==> src/rtl/core/tccw_pkg.sv <==
// Shared types, step numbers and the microcode table of the text console writer.
// No dependencies; the sequencer, the datapath and the top level import it.
package tccw_pkg;

  localparam int unsigned StepW = 4;
  typedef logic [StepW-1:0] step_t;

  localparam logic [7:0] NewlineCode = 8'd10;
  localparam logic [7:0] AttrResetVal = 8'd15;

  // Step numbers of the microprogram.
  localparam step_t StClear   = 4'd0;
  localparam step_t StIdle    = 4'd1;
  localparam step_t StAddr    = 4'd2;
  localparam step_t StChkSkip = 4'd3;
  localparam step_t StChkNl   = 4'd4;
  localparam step_t StWrite   = 4'd5;
  localparam step_t StAdvance = 4'd6;
  localparam step_t StScroll  = 4'd7;
  localparam step_t StCopy    = 4'd8;
  localparam step_t StDrain   = 4'd9;
  localparam step_t StClrRow  = 4'd10;
  localparam step_t StFinish  = 4'd11;
  localparam step_t StEmit    = 4'd12;
  localparam step_t StRead    = 4'd13;

  typedef enum logic [2:0] {
    COND_ALWAYS    = 3'd0,
    COND_START     = 3'd1,
    COND_READ      = 3'd2,
    COND_SKIP      = 3'd3,
    COND_NL        = 3'd4,
    COND_SCROLL    = 3'd5,
    COND_PTR_LAST  = 3'd6,
    COND_COPY_LAST = 3'd7
  } cond_e;

  typedef enum logic [3:0] {
    DP_NOP      = 4'd0,
    DP_CLEAR_WR = 4'd1,
    DP_LATCH    = 4'd2,
    DP_ADDR     = 4'd3,
    DP_WRITE    = 4'd4,
    DP_ADVANCE  = 4'd5,
    DP_SCRL_INI = 4'd6,
    DP_COPY     = 4'd7,
    DP_FINISH   = 4'd8,
    DP_EMIT     = 4'd9
  } dp_op_e;

  // One control word: the datapath action and a conditional jump.
  // The jump is taken when the condition, optionally inverted, holds.
  typedef struct packed {
    dp_op_e op;
    cond_e  cond;
    logic   inv;
    step_t  target;
  } uword_t;

  // Sequencer to datapath.
  typedef struct packed {
    dp_op_e op;
    logic   accept;
  } ctrl_t;

  // Datapath to sequencer.
  typedef struct packed {
    logic is_read;
    logic skip;
    logic is_nl;
    logic scroll;
    logic ptr_last;
    logic copy_last;
  } stat_t;

  function automatic uword_t micro_word(step_t step);
    uword_t w;
    unique case (step)
      StClear:   w = '{DP_CLEAR_WR, COND_PTR_LAST,  1'b1, StClear};
      StIdle:    w = '{DP_LATCH,    COND_START,     1'b1, StIdle};
      StAddr:    w = '{DP_ADDR,     COND_READ,      1'b0, StRead};
      StChkSkip: w = '{DP_NOP,      COND_SKIP,      1'b0, StEmit};
      StChkNl:   w = '{DP_NOP,      COND_NL,        1'b0, StAdvance};
      StWrite:   w = '{DP_WRITE,    COND_ALWAYS,    1'b1, StIdle};
      StAdvance: w = '{DP_ADVANCE,  COND_SCROLL,    1'b1, StFinish};
      StScroll:  w = '{DP_SCRL_INI, COND_ALWAYS,    1'b1, StIdle};
      StCopy:    w = '{DP_COPY,     COND_COPY_LAST, 1'b1, StCopy};
      StDrain:   w = '{DP_NOP,      COND_ALWAYS,    1'b1, StIdle};
      StClrRow:  w = '{DP_CLEAR_WR, COND_PTR_LAST,  1'b1, StClrRow};
      StFinish:  w = '{DP_FINISH,   COND_ALWAYS,    1'b1, StIdle};
      StEmit:    w = '{DP_EMIT,     COND_ALWAYS,    1'b0, StIdle};
      StRead:    w = '{DP_NOP,      COND_ALWAYS,    1'b0, StEmit};
      default:   w = '{DP_NOP,      COND_ALWAYS,    1'b0, StIdle};
    endcase
    return w;
  endfunction

endpackage

==> src/rtl/core/tccw_seq.sv <==
// Microcode sequencer: step counter, control table lookup and jump logic.
// Depends on tccw_pkg for the control word, condition and status types.
module tccw_seq (
  input  logic            clk_i,
  input  logic            rst_ni,
  input  logic            start_i,
  input  tccw_pkg::stat_t stat_i,
  output tccw_pkg::ctrl_t ctrl_o,
  output logic            busy_o
);
  import tccw_pkg::*;

  step_t  step_q, step_d;
  uword_t word;
  logic   cond_hit;
  logic   idle;

  assign word = micro_word(step_q);
  assign idle = (word.op == DP_LATCH);

  always_comb begin
    unique case (word.cond)
      COND_ALWAYS:    cond_hit = 1'b1;
      COND_START:     cond_hit = start_i;
      COND_READ:      cond_hit = stat_i.is_read;
      COND_SKIP:      cond_hit = stat_i.skip;
      COND_NL:        cond_hit = stat_i.is_nl;
      COND_SCROLL:    cond_hit = stat_i.scroll;
      COND_PTR_LAST:  cond_hit = stat_i.ptr_last;
      COND_COPY_LAST: cond_hit = stat_i.copy_last;
      default:        cond_hit = 1'b0;
    endcase
  end

  always_comb begin
    if (cond_hit ^ word.inv) begin
      step_d = word.target;
    end else begin
      step_d = step_q + step_t'(1);
    end
  end

  always_ff @(posedge clk_i or negedge rst_ni) begin
    if (!rst_ni) begin
      step_q <= StClear;
    end else begin
      step_q <= step_d;
    end
  end

  assign busy_o        = !idle;
  assign ctrl_o.op     = word.op;
  assign ctrl_o.accept = idle && start_i;

endmodule

==> config.mk <==
export PLATFORM = sky130hd
export DESIGN_NAME = tccw_seq
export DESIGN_NICKNAME = d
export VERILOG_FILES = /design/src/rtl/core/tccw_pkg.sv /design/src/rtl/core/tccw_seq.sv
export SDC_FILE = /design/constraint.sdc
export NUM_CORES = 1
export LEC_CHECK = 0
export BUFFER_PORTS_ARGS = -buffer_cell sky130_fd_sc_hd__buf_2
export CORE_MARGIN = 2
export CORE_UTILIZATION = 40
export DETAILED_ROUTE_END_ITERATION = 8
export SLEW_MARGIN = 10
export SYNTH_ARGS = -nofsm -noshare
export SYNTH_HDL_FRONTEND = slang
export SYNTH_SLANG_ARGS = --single-unit
==> constraint.sdc <==
create_clock -name clk_i -period 6.9 [get_ports clk_i]
set_input_delay 0.345 -clock clk_i [delete_from_list [all_inputs] [get_ports clk_i]]
set_output_delay 0.345 -clock clk_i [all_outputs]
set_load 0.01 [all_outputs]
Word-level counts from Yosys, hierarchy flattened
Memories as Yosys holds them, arrays and structs flattened.
Index checks and enable logic that the tools add are counted.
W data, S select, Z words.
{"block": "totals", "input_bits": 9, "mem_bits_ro": 192, "regBits": 4, "wordCells": 17, "mem_count": 1, "out_inout_bits": 6}
{"block": "op_classes", "n_mux": 2, "n_reduce_logical": 3, "eq_ne": 8, "n_addsub": 1, "n_bitwise": 1}
{"memory": "(name not given)", "words": 16, "word_bits": 12, "read_ports": 1, "rd_ports_with_merged_regs": 0, "write_ports": 0, "line": "tccw_pkg.sv:78", "rtl": "unique case (step)"}
{"operator": "$eq A3 B3 Y1 const B", "count": 4}
{"operator": "$pmux W1 S8", "count": 1}
{"operator": "$eq A3 B2 Y1 const B", "count": 2}
{"operator": "$add A4 B1 Y4 const B", "count": 1}
{"operator": "$eq A4 B2 Y1 const B", "count": 1}
{"operator": "$mux W4", "count": 1}
{"operator": "$eq A3 B1 Y1 const B", "count": 1}
{"operator": "$logic_not A3 Y1", "count": 1}
{"operator": "$logic_and A1 B1 Y1", "count": 1}
{"operator": "$logic_not A1 Y1", "count": 1}
{"operator": "$xor A1 B1 Y1", "count": 1}

Depth between registers and ports, before layout
An unclocked memory read counts as a cell.
{"block": "depth", "word_depth": 5, "ltp_mapped": 10, "ltp_nobuf": 9}

Worst setup path before layout
No wires, ideal clock.
{"block": "synth_path", "path_kind": "reg-to-reg", "startpoint": "register step_q[0]", "endpoint": "register step_q[1]", "setup_ns": 0.125, "period_less_slack_ns": 2.368, "stages_incl_launch_ff": 10, "t_arrival_ns": 2.243, "path_slack_ns": 4.532, "path_cell_list": "dfrtp_1 > buf_6 > inv_1 > ha_1 > mux2i_1 > mux2i_1 > a32oi_1 > o221ai_2 > xnor2_2 > mux2_4"}
{"block": "synth_between", "elab_chain_cells": 5}
{"item": "from (decl)", "line": "tccw_seq.sv:13", "rtl": "step_t step_q, step_d;"}
{"item": "from (signal assigned)", "line": "tccw_seq.sv:45", "rtl": "step_q <= StClear;"}
{"item": "from (signal assigned)", "line": "tccw_seq.sv:47", "rtl": "step_q <= step_d;"}
{"item": "$mem_v2 Z16 W12"}
{"item": "$eq A3 B3 Y1 (tied with other cells)", "line": "tccw_seq.sv:22", "rtl": "unique case (word.cond)"}
{"item": "$pmux W1 S8", "line": "tccw_seq.sv:22"}
{"item": "$xor A1 B1 Y1", "line": "tccw_seq.sv:36", "rtl": "if (cond_hit ^ word.inv) begin"}
{"item": "$mux W4 (*)", "line": "tccw_seq.sv:36"}
{"item": "named net step_d[1]", "line": "tccw_seq.sv:13"}
Mark *: on every way through the listed nets, which the timed path passes. The rest lies on a longest branch.

Worst setup path after layout
Ends and elaborated chain as after synthesis.

==> impl_metrics.py <==
metrics = {
    "run_status": {
        "status": "finished, final reports clean",
    },
    "run": {
        "drv_cap": 0,
    },
    "critical_path": {
        "worstSetupStartpointType": "flip-flop",
        "startpoint": "step_q[0]",
        "path_cells": "inv_1 -> ha_1 -> mux2i_1 -> nand2_1 -> a32oi_1 -> o221ai_2 -> xnor2_2 -> mux2_4",
        "slowest_delay_ps": 610,
        "endpoint_kind": "flip-flop",
        "cp_top_family": "flip-flops",
        "cp.depth": 8,
        "cp_num_buf_inv": 1,
        "cp.arrival_ps": 2910,
        "cp_max_fo": 13,
        "cp_slowest_cell": "dfrtp_1",
        "worstReg2RegStart": "step_q[0]",
        "worst-setup-path-type": "flip-flop to flip-flop",
        "reg2reg_depth": 8,
        "required_ps": 7020,
    },
    "synthesis": {
        "synth_nets": 98,
        "synthCells": 84,
        "yosys-top-cells-area": "dfrtp_1 (15%), mux2i_1 (12%), ha_1 (9.2%)",
        "synthFlopType": "dfrtp_1",
        "synth_async_sr_flop_share_pct": 100,
        "synth_edf_count": 0,
        "syn_area_um2": 683,
        "synth_cell_types": 39,
        "yosysTopAreaCellShare_pct": 14.7,
        "yosysWarnings": 0,
        "synth-seq-area-share_pct": 14.7,
        "yosysTopAreaCell": "dfrtp_1",
        "syn_avg_cell_area_um2": 8.13,
        "yosys_register_bits": 4,
    },
    "global_route": {
        "grt_pass1_wl_mm": 2.64,
        "grt_use_total_pct": 18.4,
        "grt_pass1_vias": 599,
        "antenna_found_initial": 0,
        "grt_overflow": 0,
        "grt_max_degree": 24,
    },
    "layout": {
        "largest_reg_flops": 4,
        "drive_gt1_share_pct": 28.9,
        "fillers": 151,
        "multi_input_area_um2": 529,
        "fin_nets": 113,
        "num_antenna_cells": 0,
        "regMostFlops": "step_q",
        "stdcell_area_um2": 774,
        "area_growth_pct": 13.4,
        "biggestRegsByFlops": "step_q x4",
        "final-seq-area_um2": 100,
    },
    "placement": {
        "dpl_cell_area_um2": 742,
        "port_buffers": 14,
        "globalplace.congestion": 0.864,
        "detailed_place_hpwl_mm": 1.20,
    },
    "drt": {
        "via_count": 678,
        "vias_per_cell": 6.00,
        "wl_per_cell_um": 14.5,
        "drc": 0,
        "drtIter0Drc": 17,
        "drt-total-wl_mm": 1.64,
        "final_antenna_net_count": 0,
        "drt-pass1-iter-count": 4,
    },
    "clock_network": {
        "clkTransAtPathRegs_ps": 40,
        "cts-buffers-inserted": 3,
        "cts.sinks": 4,
        "clock_path_buffers": 2,
        "cts_tree": "yes",
        "h-tree-depth": 1,
        "ctsHoldBuffers": 1,
        "post-cts-setup-buffers": 0,
        "cts_resized": 0,
        "clk-insertion-delay-late_ps": 240,
        "root_buffer": "clkbuf_4",
    },
    "die": {
        "io_pins": 15,
        "initial_utilization_pct": 43.8,
        "die_area_mm2": 0.00205,
        "die_h_um": 45.3,
        "rows": 14,
        "fp.coreArea_mm2": 0.00156,
        "dieWidth_um": 45.3,
    },
    "timing": {
        "finalCriticalPeriod_ps": 2790,
        "hold_violations": 0,
        "rsz0062_at_grt": "no",
        "finClkSkew_ps": 2.03,
        "fin_crit_sh_pct": 40.5,
        "timing.setup.tns_ps": 0,
        "maxSlewViolCount": 0,
        "setup_viol": 0,
        "clock.fmax_mhz": 358,
        "max_slew_margin_pct": 48.8,
        "tightest_slew_ps": 769,
    },
    "pwr": {
        "power.density_mw_per_mm2": 618,
        "ir_drop_v": 0.000306,
        "p_leak_nw": 0.345,
    },
    "worst_hold_path": {
        "hold_class": "primary input to async pin",
    },
}
==> final cells by class <==
class	count	area share [%]
well taps	16	2.58
flip-flops and latches	4	12.9
inverters	6	2.91
repair buffers	15	10.3
multi-input cells	69	68.3
clock buffers	3	2.91
==> cells by family after synthesis <==
logic type      synth area share, %
simple gates                   21.8
compound gates                 28.9
buf+inv                        7.87
mux                            13.9
fa+ha+maj                      9.16
flops                          14.7
xor+xnor                       3.66
==> layout by cell type, fill, tap and decap left out, drive strengths merged, types with 2 or more instances in the layout <==
cell,instances
o21ai,4
nor2b,3
o22ai,4
nor4,2
mux2i,8
nand2b,4
nand2,7
inv,6
o31ai,3
nor3,2
a21oi,5
clkbuf,3
ha,5
nor2,4
dfrtp,4
a211oi,3
a22oi,3
buf,14
==> routing by layer <==
metal  vias to the layer above  global-route usage [%]  wire [um]
li1                        337                       -          -
met1                       315                    23.9        776
met2                        22                    27.1        742
met3                         4                    6.40         96
met4                         0                    8.24         29
met5                         -                       0          0
==> final timing paths <==
kind | end | slack, ps
worst min-delay path | step_q[1] | 440
worst max register to register | step_q[1] | 4110
worst max-delay path | step_q[1] | 4110
worst min register to register | step_q[0] | 790
min in group clk_i | step_q[2] | 680
max in group asynchronous | step_q[3] | 6350
==> power by group <==
part           internal, W  switching (W)
clock network    0.0000195     0.00000964
registers        0.0000365      0.0000478
logic             0.000173       0.000192
==> cells in the mapped netlist, types with 3 or more instances <==
library cell,number
nand2b_1,4
mux2i_1,8
o22ai_1,4
ha_1,5
nand2_1,7
o31ai_1,3
nor2_1,4
a21oi_1,5
inv_1,4
dfrtp_1,4
==> metrics by stage <==
step                util, %  setup WS, ps  instances  hold WS [ps]  total power [W]
finish                 49.7          4110        113           437         0.000479
detailed placement     47.6          4200        109           153         0.000446
global placement       47.6          4190        109           152         0.000448
global route           49.7          3880        113           449         0.000524
CTS                    49.7          4190        113           437         0.000478
floorplan                 -          4530         84          49.4         0.000382
No activity file was read; power rests on OpenSTA's default activity.
